## src/rtl/core/tsts_pkg.sv

```systemverilog
// Package with shared types and constants of the task state table scheduler.
`timescale 1ns / 1ps
package tsts_pkg;

    localparam logic [2:0] ST_UNUSED   = 3'd0;
    localparam logic [2:0] ST_CREATED  = 3'd1;
    localparam logic [2:0] ST_RUNNABLE = 3'd2;
    localparam logic [2:0] ST_RUNNING  = 3'd3;
    localparam logic [2:0] ST_WAITING  = 3'd4;
    localparam logic [2:0] ST_ZOMBIE   = 3'd5;

    localparam logic [11:0] SLEEP_TAG = 12'hFFF;

    localparam logic [2:0] R_OK       = 3'd0;
    localparam logic [2:0] R_FULL     = 3'd1;
    localparam logic [2:0] R_NORUN    = 3'd2;
    localparam logic [2:0] R_NONE     = 3'd3;
    localparam logic [2:0] R_BLOCKED  = 3'd4;
    localparam logic [2:0] R_BADSTATE = 3'd5;

    localparam logic [3:0] M_CREATE    = 4'd0;
    localparam logic [3:0] M_READY     = 4'd1;
    localparam logic [3:0] M_SCHEDULE  = 4'd2;
    localparam logic [3:0] M_YIELD     = 4'd3;
    localparam logic [3:0] M_SUSPEND   = 4'd4;
    localparam logic [3:0] M_SLEEP     = 4'd5;
    localparam logic [3:0] M_WAKEUP    = 4'd6;
    localparam logic [3:0] M_TICK      = 4'd7;
    localparam logic [3:0] M_TERMINATE = 4'd8;
    localparam logic [3:0] M_WAIT      = 4'd9;

    typedef struct packed {
        logic [3:0]         mode;
        logic [1:0]         cpu_index;
        logic [3:0]         target_slot;
        logic [11:0]        wait_tag;
        logic [31:0]        sleep_length;
        logic signed [31:0] exit_value;
    } t_cmd;

    typedef struct packed {
        logic [2:0]         status;
        logic [3:0]         chosen_slot;
        logic [31:0]        task_id;
        logic signed [31:0] collected_exit;
        logic [4:0]         woken_count;
        logic [31:0]        tick_total;
    } t_rsp;

    // Controller to datapath.
    typedef struct packed {
        logic load;     // capture the command
        logic exec;     // apply the command
        logic scan;     // one schedule scan step
    } t_ctl;

    // Datapath to controller.
    typedef struct packed {
        logic is_sched;   // command needs the scan loop
        logic scan_done;  // scan finished this step
    } t_sts;

endpackage

```

## src/rtl/core/tsts_ctrl.sv

```systemverilog
// Controller state machine of the task state table scheduler.
`timescale 1ns / 1ps
module tsts_ctrl (
    input  logic          i_clk,
    input  logic          i_rst_n,
    input  logic          i_valid,
    output logic          o_stall,
    output logic          o_valid,
    input  logic          i_stall,
    input  tsts_pkg::t_sts i_sts,
    output tsts_pkg::t_ctl o_ctl
);
    localparam logic [1:0] S_IDLE = 2'd0;
    localparam logic [1:0] S_EXEC = 2'd1;
    localparam logic [1:0] S_SCAN = 2'd2;
    localparam logic [1:0] S_OUT  = 2'd3;

    logic [1:0] r_state, n_state;

    assign o_stall = (r_state != S_IDLE);
    assign o_valid = (r_state == S_OUT);

    always_comb begin
        n_state = r_state;
        o_ctl   = '0;
        case (r_state)
            S_IDLE: begin
                if (i_valid) begin
                    o_ctl.load = 1'b1;
                    n_state    = S_EXEC;
                end
            end
            S_EXEC: begin
                if (i_sts.is_sched) begin
                    n_state = S_SCAN;
                end else begin
                    o_ctl.exec = 1'b1;
                    n_state    = S_OUT;
                end
            end
            S_SCAN: begin
                o_ctl.scan = 1'b1;
                if (i_sts.scan_done) n_state = S_OUT;
            end
            S_OUT: begin
                if (!i_stall) n_state = S_IDLE;
            end
            default: n_state = S_IDLE;
        endcase
    end

    always_ff @(posedge i_clk) begin
        if (!i_rst_n) r_state <= S_IDLE;
        else          r_state <= n_state;
    end
endmodule

```

## src/rtl/core/tsts_dp.sv

```systemverilog
// Datapath of the task state table scheduler: entry table, CPU state, result.
`timescale 1ns / 1ps
module tsts_dp #(
    parameter int SLOTS = 16,
    parameter int CPUS  = 4
) (
    input  logic           i_clk,
    input  logic           i_rst_n,
    input  tsts_pkg::t_cmd i_cmd,
    input  tsts_pkg::t_ctl i_ctl,
    output tsts_pkg::t_sts o_sts,
    output tsts_pkg::t_rsp o_rsp
);
    localparam int SW = (SLOTS > 1) ? $clog2(SLOTS) : 1;
    localparam int CW = (CPUS > 1) ? $clog2(CPUS) : 1;

    logic [2:0]  r_stat [SLOTS];
    logic [11:0] r_tag  [SLOTS];
    logic [31:0] r_slp  [SLOTS];
    logic [31:0] r_id   [SLOTS];
    logic [31:0] r_exit [SLOTS];
    logic [CPUS-1:0] r_cval;
    logic [SW-1:0]   r_crun [CPUS];
    logic [SW-1:0]   r_cptr [CPUS];
    logic [31:0] r_ticks, r_ids;
    tsts_pkg::t_cmd r_cmd;
    tsts_pkg::t_rsp r_rsp;
    logic [SW:0] r_k;     // scan step count within one lap

    logic [CW-1:0] cpu;
    logic          run, tgt_ok;
    logic [SW-1:0] cur, tgt, si, si_next;
    logic [11:0]   ttag;
    logic [4:0]    cidx;
    logic [SW+1:0] ssum;

    always_comb begin
        // The CPU index is below four, so three compare and subtract steps
        // reduce it modulo CPUS for every legal CPU count.
        cidx = 5'(r_cmd.cpu_index);
        for (int j = 0; j < 3; j++) begin
            if (cidx >= 5'(CPUS)) cidx = cidx - 5'(CPUS);
        end
        cpu    = CW'(cidx);
        run    = r_cval[cpu];
        cur    = r_crun[cpu];
        tgt_ok = (7'(r_cmd.target_slot) < 7'(SLOTS));
        tgt    = SW'(r_cmd.target_slot);
        // Pointer plus step stays below twice the table size, so one
        // subtraction wraps it around the table.
        ssum   = (SW+2)'(r_cptr[cpu]) + (SW+2)'(r_k);
        si     = (ssum >= (SW+2)'(SLOTS)) ? SW'(ssum - (SW+2)'(SLOTS)) : SW'(ssum);
        si_next = (si == SW'(SLOTS - 1)) ? '0 : si + SW'(1);
        ttag   = 12'(r_cmd.target_slot) + 12'd1;
    end

    assign o_sts.is_sched  = (r_cmd.mode == tsts_pkg::M_SCHEDULE) && !run;
    assign o_sts.scan_done = (r_k == (SW+1)'(SLOTS - 1))
                             || (r_stat[si] == tsts_pkg::ST_RUNNABLE);
    assign o_rsp = r_rsp;

    logic [SW-1:0] free_i;
    logic          free_f;
    always_comb begin
        free_f = 1'b0;
        free_i = '0;
        for (int i = SLOTS-1; i >= 0; i--) begin
            if (r_stat[i] == tsts_pkg::ST_UNUSED) begin
                free_f = 1'b1;
                free_i = SW'(i);
            end
        end
    end

    always_ff @(posedge i_clk) begin
        if (!i_rst_n) begin
            for (int i = 0; i < SLOTS; i++) begin
                r_stat[i] <= tsts_pkg::ST_UNUSED;
                r_tag[i]  <= '0;
            end
            r_cval  <= '0;
            for (int c = 0; c < CPUS; c++) begin
                r_crun[c] <= '0;
                r_cptr[c] <= '0;
            end
            r_ticks <= '0;
            r_ids   <= '0;
            r_k     <= '0;
        end else if (i_ctl.load) begin
            r_cmd <= i_cmd;
            r_k   <= '0;
            r_rsp <= '{tick_total: r_ticks, default: '0};
        end else if (i_ctl.scan) begin
            r_k <= r_k + 1'b1;
            if (r_stat[si] == tsts_pkg::ST_ZOMBIE) r_stat[si] <= tsts_pkg::ST_UNUSED;
            if (r_stat[si] == tsts_pkg::ST_RUNNABLE) begin
                r_stat[si]   <= tsts_pkg::ST_RUNNING;
                r_cval[cpu]  <= 1'b1;
                r_crun[cpu]  <= si;
                r_cptr[cpu]  <= si_next;
                r_rsp.chosen_slot <= 4'(si);
                r_rsp.task_id     <= r_id[si];
            end else if (r_k == (SW+1)'(SLOTS - 1)) begin
                r_rsp.status <= tsts_pkg::R_NONE;
            end
        end else if (i_ctl.exec) begin
            case (r_cmd.mode)
                tsts_pkg::M_CREATE: begin
                    if (free_f) begin
                        r_ids <= r_ids + 32'd1;
                        r_id[free_i]   <= r_ids + 32'd1;
                        r_tag[free_i]  <= '0;
                        r_stat[free_i] <= tsts_pkg::ST_CREATED;
                        r_rsp.chosen_slot <= 4'(free_i);
                        r_rsp.task_id     <= r_ids + 32'd1;
                    end else r_rsp.status <= tsts_pkg::R_FULL;
                end
                tsts_pkg::M_READY: begin
                    if (!tgt_ok || r_stat[tgt] != tsts_pkg::ST_CREATED)
                        r_rsp.status <= tsts_pkg::R_BADSTATE;
                    else begin
                        r_stat[tgt] <= tsts_pkg::ST_RUNNABLE;
                        r_rsp.chosen_slot <= r_cmd.target_slot;
                    end
                end
                tsts_pkg::M_SCHEDULE: r_rsp.status <= tsts_pkg::R_BADSTATE;
                tsts_pkg::M_YIELD, tsts_pkg::M_SUSPEND, tsts_pkg::M_SLEEP,
                tsts_pkg::M_TERMINATE: begin
                    if (!run) r_rsp.status <= tsts_pkg::R_NORUN;
                    else begin
                        logic [4:0] n;
                        n = '0;
                        r_rsp.chosen_slot <= 4'(cur);
                        r_cval[cpu] <= 1'b0;
                        if (r_cmd.mode == tsts_pkg::M_YIELD)
                            r_stat[cur] <= tsts_pkg::ST_RUNNABLE;
                        else if (r_cmd.mode == tsts_pkg::M_SUSPEND) begin
                            r_tag[cur]  <= r_cmd.wait_tag;
                            r_stat[cur] <= tsts_pkg::ST_WAITING;
                            r_rsp.status <= tsts_pkg::R_BLOCKED;
                        end else if (r_cmd.mode == tsts_pkg::M_SLEEP) begin
                            r_slp[cur]  <= r_cmd.sleep_length;
                            r_tag[cur]  <= tsts_pkg::SLEEP_TAG;
                            r_stat[cur] <= tsts_pkg::ST_WAITING;
                            r_rsp.status <= tsts_pkg::R_BLOCKED;
                        end else begin
                            for (int i = 0; i < SLOTS; i++) begin
                                if (SW'(i) != cur && r_stat[i] == tsts_pkg::ST_WAITING
                                    && r_tag[i] == 12'(cur) + 12'd1) begin
                                    r_stat[i] <= tsts_pkg::ST_RUNNABLE;
                                    r_tag[i]  <= '0;
                                    n = n + 5'd1;
                                end
                            end
                            r_stat[cur] <= tsts_pkg::ST_ZOMBIE;
                            r_exit[cur] <= r_cmd.exit_value;
                            r_tag[cur]  <= '0;
                            r_rsp.woken_count <= n;
                        end
                    end
                end
                tsts_pkg::M_WAKEUP: begin
                    logic [4:0] n;
                    n = '0;
                    for (int i = 0; i < SLOTS; i++) begin
                        if (!(run && SW'(i) == cur) && r_stat[i] == tsts_pkg::ST_WAITING
                            && r_tag[i] == r_cmd.wait_tag) begin
                            r_stat[i] <= tsts_pkg::ST_RUNNABLE;
                            r_tag[i]  <= '0;
                            n = n + 5'd1;
                        end
                    end
                    r_rsp.woken_count <= n;
                end
                tsts_pkg::M_TICK: begin
                    logic [4:0] n;
                    n = '0;
                    for (int i = 0; i < SLOTS; i++) begin
                        if (r_stat[i] == tsts_pkg::ST_WAITING
                            && r_tag[i] == tsts_pkg::SLEEP_TAG) begin
                            r_slp[i] <= r_slp[i] - 32'd1;
                            if (r_slp[i] == 32'd1) begin
                                r_stat[i] <= tsts_pkg::ST_RUNNABLE;
                                r_tag[i]  <= '0;
                                n = n + 5'd1;
                            end
                        end
                    end
                    r_ticks <= r_ticks + 32'd1;
                    r_rsp.tick_total  <= r_ticks + 32'd1;
                    r_rsp.woken_count <= n;
                end
                tsts_pkg::M_WAIT: begin
                    if (!run) r_rsp.status <= tsts_pkg::R_NORUN;
                    else if (!tgt_ok || r_stat[tgt] == tsts_pkg::ST_UNUSED)
                        r_rsp.status <= tsts_pkg::R_BADSTATE;
                    else if (r_stat[tgt] == tsts_pkg::ST_ZOMBIE) begin
                        r_rsp.collected_exit <= r_exit[tgt];
                        r_stat[tgt] <= tsts_pkg::ST_UNUSED;
                        r_rsp.chosen_slot <= r_cmd.target_slot;
                    end else begin
                        r_tag[cur]  <= ttag;
                        r_stat[cur] <= tsts_pkg::ST_WAITING;
                        r_cval[cpu] <= 1'b0;
                        r_rsp.chosen_slot <= r_cmd.target_slot;
                        r_rsp.status <= tsts_pkg::R_BLOCKED;
                    end
                end
                default: r_rsp.status <= tsts_pkg::R_BADSTATE;
            endcase
        end
    end
endmodule

```

## src/rtl/core/task_state_table_scheduler_core.sv

```systemverilog
// Top level of the task state table scheduler.
`timescale 1ns / 1ps
// One command transfer at a time: a command passes from its input transfer
// to its result being offered through capture, execute and present steps, and a
// schedule command for an idle CPU adds a round-robin scan step per entry visited,
// at most SLOTS entries, since the scan walks the table one entry per cycle. The
// next input transfer is taken the cycle after the result transfer.
module task_state_table_scheduler_core #(
    parameter int SLOTS = 16,
    parameter int CPUS  = 4
) (
    input  logic           i_clk,
    input  logic           i_rst_n,
    input  logic           i_valid,
    output logic           o_stall,
    input  tsts_pkg::t_cmd i_cmd,
    output logic           o_valid,
    input  logic           i_stall,
    output tsts_pkg::t_rsp o_rsp
);
    tsts_pkg::t_ctl ctl;
    tsts_pkg::t_sts sts;

    // The controller sequences each command; the datapath holds the table, CPU and result state.
    tsts_ctrl u_ctrl (
        .i_clk(i_clk), .i_rst_n(i_rst_n), .i_valid(i_valid), .o_stall(o_stall),
        .o_valid(o_valid), .i_stall(i_stall), .i_sts(sts), .o_ctl(ctl)
    );

    tsts_dp #(.SLOTS(SLOTS), .CPUS(CPUS)) u_dp (
        .i_clk(i_clk), .i_rst_n(i_rst_n), .i_cmd(i_cmd), .i_ctl(ctl),
        .o_sts(sts), .o_rsp(o_rsp)
    );

`ifndef SYNTHESIS
    // An input transfer is never taken while a result is offered.
    a_no_overlap: assert property (@(posedge i_clk) disable iff (!i_rst_n)
        o_valid |-> o_stall) else $error("input taken while result pending");
    // Capture, execute and scan steps never coincide.
    a_ctl_excl: assert property (@(posedge i_clk) disable iff (!i_rst_n)
        $onehot0(ctl)) else $error("conflicting control commands");
    // A capture is followed by no result in the next cycle.
    a_latency: assert property (@(posedge i_clk) disable iff (!i_rst_n)
        ctl.load |=> !o_valid) else $error("result too early");
`endif
endmodule

```

## config.mk

```make
export PLATFORM = sky130hd
export DESIGN_NAME = task_state_table_scheduler_core
export DESIGN_NICKNAME = d
export VERILOG_FILES = /design/src/rtl/core/tsts_pkg.sv /design/src/rtl/core/tsts_ctrl.sv /design/src/rtl/core/tsts_dp.sv /design/src/rtl/core/task_state_table_scheduler_core.sv
export SDC_FILE = /design/constraint.sdc
export NUM_CORES = 2
export LEC_CHECK = 0
export BUFFER_PORTS_ARGS = -buffer_cell sky130_fd_sc_hd__buf_4
export CAP_MARGIN = 20
export CELL_PAD_IN_SITES_DETAIL_PLACEMENT = 0
export CELL_PAD_IN_SITES_GLOBAL_PLACEMENT = 1
export CORE_MARGIN = 2
export CORE_UTILIZATION = 30
export CTS_BUF_LIST = sky130_fd_sc_hd__clkbuf_16
export CTS_CLUSTER_DIAMETER = 30
export DETAILED_ROUTE_END_ITERATION = 8
export PLACE_DENSITY_LB_ADDON = 0.1
export SLEW_MARGIN = 20
export SYNTH_ARGS = -nofsm -noshare
export SYNTH_HDL_FRONTEND = slang
export SYNTH_SLANG_ARGS = --single-unit
export TNS_END_PERCENT = 50
```

## constraint.sdc

```tcl
create_clock -name i_clk -period 15.5 [get_ports i_clk]
set_input_delay 4.65 -clock i_clk [delete_from_list [all_inputs] [get_ports i_clk]]
set_output_delay 4.65 -clock i_clk [all_outputs]
set_load 0.01 [all_outputs]
```

==> reports/results.ini <==
[yosys]
yosys-top-cells-area = edfxtp_1 59%, mux4_2 7.9%, xnor2_1 5.2%
synth-edff-count = 2002
ys_ff_latch = 2083
syn_nets = 8008
synth_top_area_frac = 0.593
synth_flop_cell = edfxtp_1
async_flop_share = 0
avgSynthCellArea_um2 = 13.0
yosysTopAreaCell = edfxtp_1
ys_types = 101
syn_inst = 7824
synth_area_um2 = 101000
ys_warn_count = 0
ys_seq_area_frac = 0.609

[layout]
drive_gt1_frac = 0.204
multi_input_area_um2 = 38400
fillerInstances = 32100
ff_latch_area_um2 = 61700
layout.nets = 8579
area_growth_pct = 26.9

[worst_setup_path]
cpMaxStageDelayCell = dfxtp_1
cp_max_fo = 20
cp-start-kind = flop
cp-end-kind = flop
crit_top_cell = ha_1
endpoint = u_dp.o_rsp[36]$_SDFFCE_PP0P_
rrSetupSlack_ns = 2.04
critPathRequiredTime_ns = 16.12
slowest_delay_ns = 0.70
crit_arrival_ns = 14.08
crit_type = reg -> reg
reg2reg_to = u_dp.o_rsp[36]$_SDFFCE_PP0P_
worst-r2r-cell-count = 49

[power]
swShare = 0.248
seq_power_share = 0.331
leakagePower_nw = 43.2
clock_power_share = 0.578
switchingPower_w = 0.00488
comb_power_share = 0.091
p_int_w = 0.0148
finalPower_w = 0.0197
ir_worst_vdd_mv = 0.0941
p_per_area_nw_per_um2 = 153

[die]
design.portCount = 200
die_area_um2 = 343000
die_x_um = 585
core-area_um2 = 336000
die_height_um = 585
start_util = 0.301
rows = 213

[route]
vias = 67100
wl_per_cell_um = 25.2
ant_nets = 0
totalWireLength_um = 338000
drc_errors = 0
drt_iter0_markers = 5104
viasPerCell = 5.01
dr.pass1.iters = 5

[global_routing]
grt_max_degree = 68
antenna_found_initial = 31
grt_pass1_wl_um = 488000
grtUsageTotal = 0.194
first_global_vias = 69300
gr-total-overflow = 0

[timing]
fin_crit_sh = 0.869
tightestPinTransition_ns = 1.17
relSlewSlack = 0.217
final_max_slew_viol_count = 0
rsz0062_at_grt = no
min_period_ns = 13.46
finalHoldViolations = 0
finClkSkew_ns = 0.108
clock.fmax_ghz = 0.0743
final-setup-viol-count = 0
setup_tns_ns = 0

[run_status]
run_status = finished, final reports clean

[placed_design]
dp.final_hpwl_um = 203000
io_buffers = 199
gp_congestion = 0.873

[clock_network]
ctsHoldBuffers = 0
cts.sinks = 2083
cts_buffers = 583
cts_tree = built
clockBufferDepth = 4
post_cts_buffers = 0
root_buffer = clkbuf_16
cts.clk_slew.worst_paths_ns = 0.05
cts_max_level = 6
post_cts_resize_count = 0
insertion_delay_ns = 1.02

[run]
maxCapViolations = 0

[min_path]
hold_path.class = reg -> reg

metrics by stage:
step                      setup slack [ns]  hold slack (ns)  std cells  utilization  instance area (um2)
after floorplan                       4.21            0.456       7824            -               101000
after global placement                2.41            0.467      12300        0.324               109000
after detailed placement              2.24            0.472      12300        0.325               109000
after CTS                             2.10            0.479      13400        0.381               128000
after global routing                  1.24            0.524      13400        0.382               129000
final                                 2.04            0.479      13400        0.382               129000
worst min path at each step:
stage | end | start | cells after the start
detailed placement | u_dp.r_k[4]$_SDFFE_PP0P_ | u_dp.r_k[4]$_SDFFE_PP0P_ | 2
CTS | u_dp.r_k[4]$_SDFFE_PP0P_ | u_dp.r_k[4]$_SDFFE_PP0P_ | 2
floorplan | u_dp.r_k[4]$_SDFFE_PP0P_ | u_dp.r_k[4]$_SDFFE_PP0P_ | 2
finish | u_dp.r_k[4]$_SDFFE_PP0P_ | u_dp.r_k[4]$_SDFFE_PP0P_ | 2
global route | u_dp.r_k[4]$_SDFFE_PP0P_ | u_dp.r_k[4]$_SDFFE_PP0P_ | 2
global placement | u_dp.r_k[4]$_SDFFE_PP0P_ | u_dp.r_k[4]$_SDFFE_PP0P_ | 2
layer usage:
metal	part of all wire	track usage	up-vias
met5	0.00024	0	-
met4	0.021	0.0491	12
met3	0.050	0.0335	509
met2	0.46	0.312	1755
met1	0.47	0.272	34200
li1	-	-	30600
final cells by class:
| type | instances | share of cell area |
|---|---|---|
| Sequential cell | 2083 | 0.480 |
| Multi-Input combinational cell | 5205 | 0.299 |
| Clock buffer | 592 | 0.115 |
| Tap cell | 4515 | 0.0439 |
| Clock inverter | 470 | 0.0321 |
| Timing Repair Buffer | 400 | 0.0260 |
| Inverter | 122 | 0.00360 |
| Antenna cell | 3 | 0.0000584 |
critical path: cells and delay by family, from the launching register on:
kind	cells	cell delay, ns
DFF	1	0.70
and+or+nand+nor	6	1.29
adders and majority gates	12	3.55
buffers and inverters	6	0.97
xor gates and xnor gates	10	2.58
muxes	6	1.67
AOI/OAI and AO/OA	9	2.26
cell usage in the layout, fill, tap and decap left out, drive strengths merged, types with 20 or more instances in the layout:
cell type,Yosys,final
edfxtp,2002,2002
nand2,908,908
nor2,677,677
xnor2,619,619
clkbuf,313,593
o21ai,575,575
buf,101,399
mux4,357,357
xor2,341,341
clkinv,2,267
inv,120,243
nor3,230,230
nor4,154,154
nand3,134,134
a21oi,124,124
nand4,116,116
and2,109,109
ha,93,93
dfxtp,81,81
or3,76,76
or4,74,74
and3,66,66
mux2i,63,63
bufinv,0,56
nor2b,39,39
nand2b,39,39
a21o,38,38
or2,31,31
clkinvlp,0,26
mux2,23,23
a21boi,22,22
o21a,20,20
sequential cells by signal, indices dropped and copies added (netlist names), named ones only:
register / flops
u_dp.r_exit: 512
u_dp.r_id: 512
u_dp.r_slp: 512
u_dp.r_tag: 192
u_dp.o_rsp: 108
u_dp.r_cmd: 80
u_dp.r_stat: 48
u_dp.r_ids: 32
u_dp.r_ticks: 32
u_dp.r_cptr: 16
u_dp.r_crun: 16
u_dp.r_k: 5
u_dp.tgt: 4
u_ctrl.r_state: 2
u_dp.cpu: 2
power by group through the flow:
stage | logic (W) | clock network [W] | registers (W)
2_1_floorplan | 0.00107 | 0 | 0.00656
4_1_cts | 0.00184 | 0.0116 | 0.00652
6_report | 0.00180 | 0.0114 | 0.00652
5_1_grt | 0.00195 | 0.0119 | 0.00654
3_3_place_gp | 0.00183 | 0 | 0.00661
3_5_place_dp | 0.00184 | 0 | 0.00661
synthesized netlist by cell type (107+ instances only):
master    number
edfxtp_1    2002
nand2_1      908
nor2_1       675
xnor2_1      607
o21ai_0      559
mux4_2       357
xor2_1       337
clkbuf_1     313
nor3_1       228
nor4_1       153
nand3_1      134
a21oi_1      124
inv_1        118
nand4_1      116
and2_1       107
cells by family after synthesis:
family / after synthesis / synth area share
adders and majority gates: 96 / 0.0119
AOI/OAI and AO/OA: 948 / 0.0544
muxes: 443 / 0.0881
xor gates and xnor gates: 970 / 0.0870
and+or+nand+nor: 2748 / 0.129
DFF: 2083 / 0.609
buffers and inverters: 536 / 0.0201
No activity file was read; power rests on OpenSTA's default activity.
